==> src/rtl/lil_pkg.sv <==
// Package for the leaky integrator ladder: widths, register indexes, types.
// No dependencies.
package lil_pkg;

    localparam int STAGES     = 7;
    localparam int CHANNELS   = 64;
    localparam int CH_W       = 6;
    localparam int TAP_W      = 3;
    localparam int SAMPLE_W   = 16;
    localparam int LOG_W      = 16;
    localparam int DEPTH      = CHANNELS * STAGES;
    localparam int ADDR_W     = $clog2(DEPTH);
    localparam int STG_W      = $clog2(STAGES);
    localparam int NUM_DECAY  = 7;
    localparam int CFG_IDX_W  = 3;

    localparam logic [CFG_IDX_W-1:0] REG_LOG_FLOOR = 3'd7;
    localparam logic [16:0] LN2_Q16 = 17'd45426;
    localparam int LN_65536_Q11 = 22713;

    typedef enum logic [2:0] {
        ST_CLEAR,
        ST_IDLE,
        ST_READ,
        ST_RUN,
        ST_LOG,
        ST_OUT
    } state_t;

    // Phases of the iterative log unit.
    typedef enum logic [1:0] {
        PH_IDLE,
        PH_SQUARE,
        PH_SCALE,
        PH_ROUND
    } log_ph_t;

    // One stage step handed from cell to cell.
    typedef struct packed {
        logic        valid;
        logic [15:0] decay;
        logic [15:0] state;
        logic [15:0] prev;
    } cell_in_t;

endpackage

==> src/rtl/lil_log.sv <==
// Iterative natural log in Q4.11: one squaring step per cycle, then scaling and a saturating round.
// Depends on lil_pkg.
module lil_log
    import lil_pkg::*;
(
    input  logic                    clk,
    input  logic                    rst_n,
    input  logic                    start,
    input  logic [16:0]             x,
    output logic                    done,
    output logic signed [LOG_W-1:0] result
);
    logic [4:0]  cnt_reg, cnt_next;
    log_ph_t     ph_reg, ph_next;
    logic [17:0] m_reg, m_next;
    logic [15:0] frac_reg, frac_next;
    logic [4:0]  e_reg, e_next;
    logic        zero_reg, zero_next;
    logic [38:0] q_reg, q_next;
    logic signed [LOG_W-1:0] res_reg, res_next;
    logic        done_reg, done_next;
    logic [35:0] sq;
    logic [4:0]  e_c;
    logic signed [20:0] r;

    always_comb
    begin
        e_c = 5'd0;
        for (int i = 0; i < 17; i++)
        begin
            if (x[i])
            begin
                e_c = 5'(i);
            end
        end
        sq = {18'd0, m_reg} * {18'd0, m_reg};
        r  = $signed({1'b0, 19'((q_reg + 39'd1048576) >> 21)}) - 21'sd22713;
    end

    always_comb
    begin
        cnt_next = cnt_reg; ph_next = ph_reg; m_next = m_reg; frac_next = frac_reg;
        e_next = e_reg; zero_next = zero_reg; q_next = q_reg; res_next = res_reg;
        done_next = 1'b0;
        case (ph_reg)
            PH_IDLE:
            begin
                if (start)
                begin
                    e_next = e_c; zero_next = (x == 17'd0);
                    m_next = 18'({1'b0, x} << (5'd16 - e_c));
                    frac_next = 16'd0; cnt_next = 5'd0; ph_next = PH_SQUARE;
                end
            end
            PH_SQUARE:
            begin
                if (sq[33])
                begin
                    m_next = sq[34:17]; frac_next = {frac_reg[14:0], 1'b1};
                end
                else
                begin
                    m_next = sq[33:16]; frac_next = {frac_reg[14:0], 1'b0};
                end
                cnt_next = cnt_reg + 5'd1;
                if (cnt_reg == 5'd15)
                begin
                    ph_next = PH_SCALE;
                end
            end
            PH_SCALE:
            begin
                q_next = {18'd0, e_reg, frac_reg} * {22'd0, LN2_Q16};
                ph_next = PH_ROUND;
            end
            default:
            begin
                if (zero_reg || r < -21'sd32768)
                begin
                    res_next = -16'sd32768;
                end
                else if (r > 21'sd32767)
                begin
                    res_next = 16'sd32767;
                end
                else
                begin
                    res_next = r[15:0];
                end
                done_next = 1'b1; ph_next = PH_IDLE;
            end
        endcase
    end

    always_ff @(posedge clk or negedge rst_n)
    begin
        if (!rst_n)
        begin
            ph_reg <= PH_IDLE; done_reg <= 1'b0; cnt_reg <= 5'd0;
        end
        else
        begin
            ph_reg <= ph_next; done_reg <= done_next; cnt_reg <= cnt_next;
        end
    end

    always_ff @(posedge clk)
    begin
        m_reg <= m_next; frac_reg <= frac_next; e_reg <= e_next;
        zero_reg <= zero_next; q_reg <= q_next; res_reg <= res_next;
    end

    assign done   = done_reg;
    assign result = res_reg;
endmodule

==> config.mk <==
export PLATFORM = sky130hd
export DESIGN_NAME = lil_log
export DESIGN_NICKNAME = d
export VERILOG_FILES = /design/src/rtl/lil_pkg.sv /design/src/rtl/lil_log.sv
export SDC_FILE = /design/constraint.sdc
export NUM_CORES = 1
export LEC_CHECK = 0
export BUFFER_PORTS_ARGS = -buffer_cell sky130_fd_sc_hd__buf_4
export CAP_MARGIN = 10
export CORE_MARGIN = 2
export CORE_UTILIZATION = 43
export DETAILED_ROUTE_END_ITERATION = 8
export PLACE_DENSITY = 0.58
export SYNTH_ARGS = -nofsm -noshare
export SYNTH_HDL_FRONTEND = slang
export SYNTH_SLANG_ARGS = --single-unit
export TNS_END_PERCENT = 1
==> constraint.sdc <==
create_clock -name clk -period 7.5 [get_ports clk]
set_input_delay 0.375 -clock clk [delete_from_list [all_inputs] [get_ports clk]]
set_output_delay 0.375 -clock clk [all_outputs]
set_load 0.03 [all_outputs]
==> results.sh <==
export IMPL_yosys_area_top_type="fa_1"
export IMPL_setup_viol=0
export IMPL_finalSetupTns_ns=0
export IMPL_rr_startpoint="m_reg[2]$_DFFE_PP_"
export IMPL_setup_ws_ns=0.336
export IMPL_place_congestion=0.831
export IMPL_die_w_um=214
export IMPL_antenna_found_initial=0
export IMPL_yosys_area_share_adder_pct=50.9
export IMPL_htree_levels=3
export IMPL_fin_worst_skew_ns=0.00933
export IMPL_ys_warn_count=0
export IMPL_cts_sinks=81
export IMPL_largest_reg_flops=18
export IMPL_r2r_end="m_reg[2]$_DFFE_PP_"
export IMPL_cp_start_kind="flop"
export IMPL_numCtsBuffers=9
export IMPL_drt_iter0_drc=715
export IMPL_crit_chain="buf_4, and2_1, inv_1, fa_1, inv_1, fa_1, fa_1, fa_1, fa_1, inv_1, fa_1, inv_1, ha_1, and4_1, and4_1, nand3b_1, a211o_1, a31o_2, xnor2_4, mux2_1, a32o_1"
export IMPL_async_flop_share_pct=9.88
export IMPL_path_delay_family="adder cells"
export IMPL_drc=0
export IMPL_crit_fanout=10
export IMPL_crit_cells=21
export IMPL_slowest_delay_ns=0.65
export IMPL_num_vias=13100
export IMPL_layout_drive_gt1_share_pct=6.71
export IMPL_final_cell_mix="inv_1, fa_1, ha_1"
export IMPL_dp_hpwl_um=34500
export IMPL_layoutNonFillerInstCount=2582
export IMPL_max_freq_mhz=140
export IMPL_finalCritPeriodShare_pct=95.5
export IMPL_dp_slack_ns=0.147
export IMPL_grt_usage_pct=18.4
export IMPL_grt_overflow_total=0
export IMPL_critical_path_class="reg -> reg"
export IMPL_viasPerCell=5.07
export IMPL_grt_max_degree=36
export IMPL_yosysSeqAreaShare_pct=12.6
export IMPL_synth_top_family_by_area="adder cells"
export IMPL_worst_slew_margin_rel_pct=36.1
export IMPL_syn_instance_count=1959
export IMPL_synth_edff_count=73
export IMPL_ant_nets=0
export IMPL_end_kind="flop"
export IMPL_finalHoldViolCount=0
export IMPL_ys_types=87
export IMPL_muxShareOfSynthArea_pct=2.44
export IMPL_cp_endpoint="m_reg[2]$_DFFE_PP_"
export IMPL_cp_slowest_cell="edfxtp_1"
export IMPL_cts_reportedPaths_clkPinSlew_ns=0.07
export IMPL_row_count=76
export IMPL_initial_core_util_pct=43.8
export IMPL_drv_slew=0
export IMPL_synth_xor_area_share_pct=3.61
export IMPL_reg2reg_depth=21
export IMPL_critPathBufInv=5
export IMPL_io_pins=37
export IMPL_cts_tree="built"
export IMPL_required_ns=7.61
export IMPL_wirelength_um=39900
export IMPL_grt_pass1_vias=13700
export IMPL_status="completed"
export IMPL_core_region_area_sq_mm=0.0433
export IMPL_setup_worst_path_start="m_reg[2]$_DFFE_PP_"
export IMPL_ys_seq_elements=81
export IMPL_synth_compound_area_share_pct=8.27
export IMPL_filler_cell_count=4144
export IMPL_netlist_top_cells_area="fa_1, ha_1, edfxtp_1, inv_1, nand2_1"
export IMPL_fin_crit_ns=7.16
export IMPL_drv_cap=0
export IMPL_syn_area_sq_mm=0.0190
export IMPL_grt_pass1_wl_um=68500
export IMPL_wl_per_cell_um=15.5
export IMPL_die_h_um=214
export IMPL_grt_setup_unrepaired="false"
export IMPL_syn_to_final_growth_pct=6.85
export IMPL_dieArea_sq_mm=0.0458
export IMPL_dp_cells=2553
export IMPL_avgSynthCellArea_sq_um=9.68
export IMPL_arrival_ns=7.27
export IMPL_hold_class="in -> reg"
export IMPL_clockBufferDepth=2
export IMPL_synth_top_area_share_pct=34.0
export IMPL_dr_pass1_iters=5
export IMPL_layout_commonest_cell="inv_1"
export IMPL_synth_flop_cell="edfxtp_1"
export IMPL_worstMarginPinSlew_ns=0.958
export IMPL_synth_simple_area_share_pct=10.6
export IMPL_crit_top_cell="fa_1"
export IMPL_synth_nets=2558
export IMPL_n_antenna_cell=0
export IMPL_r2r_setup_slack_ns=0.34
export IMPL_numPortBuffers=36
export IMPL_cts_root_buf="clkbuf_16"
export IMPL_insertion_delay_ns=0.36
export IMPL_final_net_count=2591
==> synthesized netlist by cell type, types with 6 or more instances <==
cell / instances
inv_1: 515
fa_1: 322
ha_1: 257
nand2_1: 137
edfxtp_1: 73
and2_1: 69
nor2_1: 69
a21oi_1: 46
xnor2_1: 46
o21ai_0: 37
mux2i_1: 29
clkbuf_1: 28
xor2_1: 23
nand3_1: 22
nor3_1: 22
a21o_1: 17
a211oi_1: 14
nand4_1: 14
nor2b_1: 13
a21oi_2: 12
nand2b_1: 11
o21a_1: 11
and3_1: 10
a31oi_1: 8
dfrtp_1: 8
o221ai_1: 7
a221oi_1: 6
buf_6: 6
nand3b_1: 6
o31ai_1: 6
==> what timing repair did <==
action,4_1_cts,5_1_grt
hold buffers,1,0
hold endpoints to repair,8,0
buffers inserted,0,12
endpoints found under the setup margin,0,10
resized for setup,0,1
==> through the flow <==
stage	util (%)	area, sq um	hold WS (ns)
after global routing	46.9	20300	0.316
final	46.9	20300	0.316
after global placement	46.0	19900	0.211
after CTS	46.6	20200	0.303
after floorplan	-	19000	0.0794
after detailed placement	46.0	19900	0.213
==> how the worst min path moves through the flow <==
stage	from	endpoint	slack, ns	depth (start not counted)
6_report	x[16]	e_reg[4]$_DFFE_PP_	0.32	1
5_1_grt	x[16]	e_reg[4]$_DFFE_PP_	0.32	1
4_1_cts	x[16]	e_reg[4]$_DFFE_PP_	0.30	1
3_5_place_dp	rst_n	done$_DFF_PN0_	0.21	1
3_3_place_gp	rst_n	done$_DFF_PN0_	0.21	1
2_1_floorplan	rst_n	cnt_reg[0]$_DFFE_PN0P_	0.08	0
==> layout make-up <==
| class | instances | area (sq um) | share of cell area (%) |
|---|---|---|---|
| Multi-Input combinational cell | 1314 | 14400 | 71.1 |
| Sequential cell | 81 | 2390 | 11.8 |
| Timing Repair Buffer | 69 | 520 | 2.57 |
| Inverter | 517 | 1940 | 9.57 |
| Tap cell | 585 | 732 | 3.61 |
| Clock buffer | 9 | 225 | 1.11 |
| Clock inverter | 7 | 52.6 | 0.259 |
==> per-layer routing <==
| layer | vias to the layer above | routed length (um) | global-route usage, % | share of wire (%) |
|---|---|---|---|---|
| met5 | - | 0 | 0 | 0 |
| met3 | 47 | 1220 | 1.93 | 3.1 |
| met2 | 236 | 18700 | 29.9 | 47 |
| met1 | 6555 | 19100 | 26.2 | 48 |
| li1 | 6261 | - | - | - |
| met4 | 0 | 884 | 4.93 | 2.2 |
==> logic make-up (layout without fill, tap and decap cells) <==
kind of cell	Yosys count	after routing
xor gates and xnor gates	74	74
AOI/OAI and AO/OA	219	219
DFF	81	81
buffers and inverters	564	602
and+or+nand+nor	403	403
muxes	39	39
adders and majority gates	579	579
Power is left out: the tool's default activity adds up to more than one toggle a clock period on the data nets, which glitch-free logic cannot reach.
