File: src/rtl/lil_ram.sv
// Generic single-port-write, single-read RAM with registered read.
// No dependencies.
module lil_ram #(
    parameter int WIDTH = 16,
    parameter int DEPTH = 16
) (
    input  logic                     clk,
    input  logic                     we,
    input  logic [$clog2(DEPTH)-1:0] waddr,
    input  logic [WIDTH-1:0]         wdata,
    input  logic [$clog2(DEPTH)-1:0] raddr,
    output logic [WIDTH-1:0]         rdata
);
    logic [WIDTH-1:0] mem [DEPTH];

    always_ff @(posedge clk)
    begin
        if (we)
        begin
            mem[waddr] <= wdata;
        end
        rdata <= mem[raddr];
    end
endmodule

File: config.mk
export PLATFORM = sky130hd
export DESIGN_NAME = lil_ram
export DESIGN_NICKNAME = d
export VERILOG_FILES = /design/src/rtl/lil_ram.sv
export SDC_FILE = /design/constraint.sdc
export NUM_CORES = 1
export LEC_CHECK = 0
export BUFFER_PORTS_ARGS = -buffer_cell sky130_fd_sc_hd__buf_2
export CAP_MARGIN = 20
export CORE_UTILIZATION = 55
export CTS_BUF_LIST = sky130_fd_sc_hd__clkbuf_8
export DETAILED_ROUTE_END_ITERATION = 7
export HOLD_SLACK_MARGIN = 0.12
export PLACE_DENSITY = 0.79
export SYNTH_ARGS = -nofsm -noshare
export SYNTH_HDL_FRONTEND = slang
export SYNTH_SLANG_ARGS = --single-unit
File: constraint.sdc
create_clock -name clk -period 2.4 [get_ports clk]
set_input_delay 0.24 -clock clk [delete_from_list [all_inputs] [get_ports clk]]
set_output_delay 0.24 -clock clk [all_outputs]
set_load 0.005 [all_outputs]
==> results.cfg, run 1 <==
[run_status]
run_status = completed

[yosys]
synthesis.area_per_instance_sq_um = 23.2
post-synth-top-area-fraction_pct = 76.5
netlist-cell-type-count = 19
synthesis.area_sq_um = 10000
synth_fp_nets = 458
synth_sequential_area_ratio_pct = 79.7
post_synthesis_register_bit_count = 272
synth.area.top_cells = sky130_fd_sc_hd__edfxtp_1 77%, sky130_fd_sc_hd__mux4_2 12%, sky130_fd_sc_hd__dfxtp_1 3.2%
synth_top_area_cell = sky130_fd_sc_hd__edfxtp_1
synthesis.yosys.warnings = 0
postSynthCellCount = 432

[placed_design]
gp_routability_congestion = 0.713
dpl_cell_area_sq_um = 10700
dp.cells = 709
final_hpwl_dp_mm = 11.1
place_worst_setup_slack_ns = 0.623
placement.io_buffers = 41

[clock_tree]
cts.repair_timing.setup_buffer_count = 0
tritoncts = built
numClockSinks = 272
path_clk_slew_ns = 0.06
clk-insertion-delay-late_ns = 0.53
clock_tree.root_cell = sky130_fd_sc_hd__clkbuf_8
cts_buffers = 43
clock_path_buffers = 3
cts_max_level = 2

[setup_path]
setup.worst_path.end = rdata[9]
worst-path-max-fanout = 1
timing.rr.start = mem[11][9]
critPathCaptureType = flip-flop
slowest_cell_delay_on_critical_path_ns = 0.48
timing_worst_setup_path_type = reg -> reg
regToRegSetupSlack_ns = 1.10
crit_arrival_ns = 1.71
critical_path_required_ns = 2.80
r2r.worst_path.cells = 3
reg2reg_to = rdata[9]
worst_path_slowest_cell = sky130_fd_sc_hd__mux4_1
timing.critical_path.from_type = flip-flop
cp-startpoint = mem[11][9]
critical_path_cell_list = mux4_1 > a22oi_1 > nand2_1

[sta]
timing.final.setup_violations = 0
slew_viol_final = 0
period_needed_ns = 1.30
worst_pin_slew_ns = 0.624
setup-tns-final_ns = 0
final.hold.worst_slack_ns = 0.351
fin_skew_ns = 0.0152
post-route-period-util_pct = 54.4
rsz0062_at_grt = false
postLayoutSetupSlackWorst_ns = 1.10
max-slew-margin-rel_pct = 58.4
endpoints_failing_hold = 0
fmaxAchievable_mhz = 766

[min_path]
hp-class = in -> reg
hold_path_depth = 3

[route]
met1_length_mm = 7.83
drt_drc_violations_left = 0
routed-wl-met2_mm = 9.97
maxUsedRoutingLayer = met4
detailroute.via_count = 4834
routed_wl_mm = 19.9
wl_per_cell_microns = 24.8
drt-pass1-iter-count = 5
drt_iter0_markers = 455
antenna_left = 0
viasPerCell = 6.02
dr_wl_met3_mm = 1.43

[global_route]
grt_usage_pct = 22.7
grt_first_pass_wirelength_mm = 29.6
largest_net_degree_at_the_start_of_global_routing = 65
grt_pass1_vias = 5043
antenna_violations_before_repair = 0
grt_ovf = 0

[finish]
count_of_nets_after_finishing = 567
final_layout_size_suffix_gt1_share_pct = 32.9
instances_no_fill = 803
diodes = 0
layout_area_overhead_pct = 15.7
final_core_util_pct = 64.9
finalInstanceArea_sq_um = 11600

[floorplan]
die_height_microns = 137
die_width_microns = 137
core.rowCount = 49
io-pin-count = 42
starting_density_pct = 56.1
design.die.area_sq_um = 18800
design.core.area_sq_um = 17900

[pwr]
total_leakage_power_nw = 3.93
vdd_ir_drop_max_uv = 447
cellPowerDensity_nw_per_um2 = 795
power.total_mw = 9.24

[run]
maxCapViolCount = 0
logic make-up (layout without fill, tap and decap cells):
logic type      after synthesis  after routing  synth area share [%]
compound gates               32             32                  2.39
buf+inv                      21            163                  1.23
flops                       272            272                  79.7
mux                          64             64                  14.7
simple gates                 43             43                  1.92
final cells by class:
| type | instances | area (sq um) |
|---|---|---|
| fillers | 1167 | 6280 |
| clock buffers | 47 | 647 |
| repair buffers | 85 | 603 |
| well taps | 229 | 287 |
| flip-flops and latches | 272 | 8010 |
| multi-input cells | 139 | 1960 |
| clock inverters | 31 | 119 |
worst max-delay path, delay by kind of cell, from the launching register on:
kind	cells	cell delay [ns]
AO/OA/AOI/OAI	1	0.22
flip-flops	1	0.38
multiplexers	1	0.48
AND/OR/NAND/NOR	1	0.10
metal layers:
metal / vias to the layer above / track usage [%]
li1: 2063 / -
met1: 2512 / 30.0
met2: 208 / 36.6
met3: 51 / 4.30
met4: 0 / 11.1
met5: - / 0
how the worst min path moves through the flow:
stage          startpoint           to
3_3_place_gp     wdata[9]    mem[6][9]
4_1_cts          waddr[0]   mem[12][8]
3_5_place_dp     rdata[6]     rdata[6]
6_report         waddr[0]   mem[12][8]
5_1_grt          waddr[0]  mem[12][13]
2_1_floorplan    wdata[0]    mem[0][0]
synthesized netlist by cell type (all sizes together):
library cell	instances
nand3b	2
nor2	13
nand2	17
dfxtp	16
nor3	4
a22oi	32
edfxtp	256
buf	13
mux4	64
or3b	1
nand2b	2
clkbuf	8
nor2b	2
and2	1
nand3	1
power by group:
| group | internal, mW | switching (mW) | leakage [nW] |
|---|---|---|---|
| logic | 0.216 | 0.264 | 1.01 |
| registers | 5.31 | 0.0310 | 2.45 |
| clock network | 1.79 | 1.63 | 0.470 |
| total | 7.32 | 1.92 | 3.93 |
registers in the layout, summed over array words and instances, names as in the netlist:
signal,flops
mem,256
rdata,16
layout by cell type, fill, tap and decap left out, types with 4 or more instances in the layout:
cell,synthesis,final
sky130_fd_sc_hd__edfxtp_1,256,256
sky130_fd_sc_hd__mux4_2,54,54
sky130_fd_sc_hd__clkbuf_8,0,47
sky130_fd_sc_hd__buf_2,3,40
sky130_fd_sc_hd__a22oi_1,32,32
sky130_fd_sc_hd__buf_4,3,27
sky130_fd_sc_hd__inv_1,0,21
sky130_fd_sc_hd__nand2_1,17,17
sky130_fd_sc_hd__dlygate4sd3_1,0,16
sky130_fd_sc_hd__dfxtp_1,16,16
sky130_fd_sc_hd__nor2_2,0,12
sky130_fd_sc_hd__mux4_1,10,10
sky130_fd_sc_hd__clkinv_1,0,8
sky130_fd_sc_hd__nor3_2,0,4
timing repair:
| item | in CTS | in global routing |
|---|---|---|
| setup endpoints to repair | 0 | 0 |
| hold endpoints to repair | 256 | 0 |
| hold buffers | 16 | 0 |
| resized for setup | 0 | 0 |
Note: power is estimated with default switching activity, not from simulation.
==> run 2: changes to the inputs <==
Settings changed: PLACE_DENSITY 0.79 to 0.76.
Clock period 2.4 ns to 1.3 ns, I/O delays scaled along.
==> run 2 against run 1 <==
Maximum frequency grew 2.3%. Sequential share of layout area shrank 1.7 points. Sequential power increased by 85%. Routed wire length is 0.34% higher. Sequential cell count is the same. Highest routed layer unchanged. Global-route usage down 0.17 points. Via count is 0.19% higher. Largest power group unchanged. Critical path depth is the same. Die area stayed put.
==> results.cfg, run 2 (synthesis gave the netlist of run 1 again) <==
[finish]
layout_commonest_cell = sky130_fd_sc_hd__edfxtp_1
seq_area_sq_um = 8010
layout_area_overhead_pct = 18.7
final_core_util_pct = 66.6
multi_input_comb_area_sq_um = 2040
commonest_non_fill_non_tap_cells_in_the_layout = 256 x sky130_fd_sc_hd__edfxtp_1, 60 x sky130_fd_sc_hd__mux4_2, 42 x sky130_fd_sc_hd__clkbuf_8, 40 x sky130_fd_sc_hd__buf_2, 22 x sky130_fd_sc_hd__inv_1
registers.top_by_ff_count = mem
flip_flop_count_of_the_largest_register_after_layout = 256
count_of_nets_after_finishing = 576
final_layout_size_suffix_gt1_share_pct = 36.9
n_fill_cell = 1106
diodes = 0
registers_with_the_most_flip_flops = mem x256, rdata x16

[clock_tree]
numClockSinks = 272
path_clk_slew_ns = 0.06
cts_max_level = 2
clock_tree.root_cell = sky130_fd_sc_hd__clkbuf_8
clk-insertion-delay-late_ns = 0.52
tritoncts = built
cts_buffers = 41
clock_path_buffers = 3

[pwr]
pwr-share-seq_pct = 58.8
p_int_mw = 13.2
power.share.switching_pct = 21.1
switching_power_mw = 3.54
share_comb_of_total_power_pct = 5.9
total_leakage_power_nw = 3.99
power.clock.fraction_pct = 35.3
cellPowerDensity_nw_per_um2 = 1410
vdd_ir_drop_max_uv = 697

[placed_design]
placement.io_buffers = 41
gp_routability_congestion = 0.745
final_hpwl_dp_mm = 11.2
place_worst_setup_slack_ns = -0.206

[route]
dr_wl_met3_mm = 1.71
routed-wl-met2_mm = 9.63
viasPerCell = 6.01
wl_per_cell_microns = 24.8
maxUsedRoutingLayer = met4
met1_length_mm = 8.17
drt_drc_violations_left = 0
antenna_left = 0
routed_wl_mm = 20.0
drt_iter0_markers = 527
detailroute.via_count = 4843
drt-pass1-iter-count = 6

[floorplan]
design.die.area_sq_um = 18800
design.core.area_sq_um = 17900
starting_density_pct = 56.1
core.rowCount = 49
die_width_microns = 137
die_height_microns = 137
io-pin-count = 42

[sta]
max-slew-margin-rel_pct = 78.4
slew_viol_final = 0
period_needed_ns = 1.28
fin_skew_ns = 0.0105
rsz0062_at_grt = false
fmaxAchievable_mhz = 784
post-route-period-util_pct = 98.1
final.hold.worst_slack_ns = 0.144
postLayoutSetupSlackWorst_ns = 0.0241
timing.final.setup_violations = 0
endpoints_failing_hold = 0
worst_pin_slew_ns = 0.325

[min_path]
hp-class = in -> reg

[global_route]
grt_first_pass_wirelength_mm = 29.6
antenna_violations_before_repair = 0
largest_net_degree_at_the_start_of_global_routing = 39
grt_ovf = 0
grt_usage_pct = 22.5
grt_pass1_vias = 5030

[setup_path]
slowest_cell_delay_on_critical_path_ns = 0.50
worst_path_slowest_cell = sky130_fd_sc_hd__mux4_2
critPathCaptureType = flip-flop
critical_path_cell_list = mux4_2 > a22oi_2 > nand2_1
crit_arrival_ns = 1.68
timing_worst_setup_path_type = reg -> reg
critical_path_required_ns = 1.70
worst-path-max-fanout = 1
timing.critical_path.from_type = flip-flop

[run_status]
run_status = completed

[run]
maxCapViolCount = 0
run 2: critical path: cells and delay by family (launching register included):
kind,cells,cell delay (ns)
muxes,1,0.50
and+or+nand+nor,1,0.08
AOI/OAI and AO/OA,1,0.20
DFF,1,0.39
run 2: final timing paths:
check / from / to / slack, ns / cells past startpoint
hold reg to reg: mem[8][4] / rdata[4] / 0.67 / 3
setup / recovery: mem[3][7] / rdata[7] / 0.02 / 3
hold / removal: waddr[0] / mem[0][7] / 0.14 / 3
setup reg to reg: mem[3][7] / rdata[7] / 0.02 / 3
run 2: cell type report:
cell class	instances	share of cell area, %
timing repair buffer	96	7.64
sequential	272	67.1
clock buffer	42	4.85
clock inverter	28	0.902
multi-input combinational	139	17.1
tap	229	2.40
run 2: repair_timing:
action | CTS | global route
hold buffers | 16 | 0
endpoints found under the hold margin | 256 | 0
endpoints found under the setup margin | 1 | 9
setup buffers | 0 | 0
pin swaps | 0 | 4
resized for setup | 1 | 17
run 2: power by group through the flow:
stage / registers (mW) / logic (mW) / clock network (mW)
after global placement: 10.0 / 0.907 / 0
final: 9.87 / 0.993 / 5.93
after floorplan: 10.0 / 0.494 / 0
after global routing: 9.88 / 1.07 / 6.38
after CTS: 9.87 / 0.978 / 6.02
after detailed placement: 10.0 / 0.936 / 0
run 2: layer usage:
layer | GRT usage, % | up-vias
met5 | 0 | -
met3 | 4.37 | 39
met1 | 32.1 | 2489
li1 | - | 2072
met2 | 34.8 | 243
met4 | 8.91 | 0
run 2: per-stage QoR:
stage	std cells	power, mW	setup TNS [ns]	cell area (sq um)
6_report	806	16.8	0	11900
5_1_grt	806	17.3	0	11900
4_1_cts	806	16.9	0	11900
3_5_place_dp	720	11.0	-19.74	11000
3_3_place_gp	720	10.9	-13.31	11000
2_1_floorplan	432	10.5	-27.79	10100
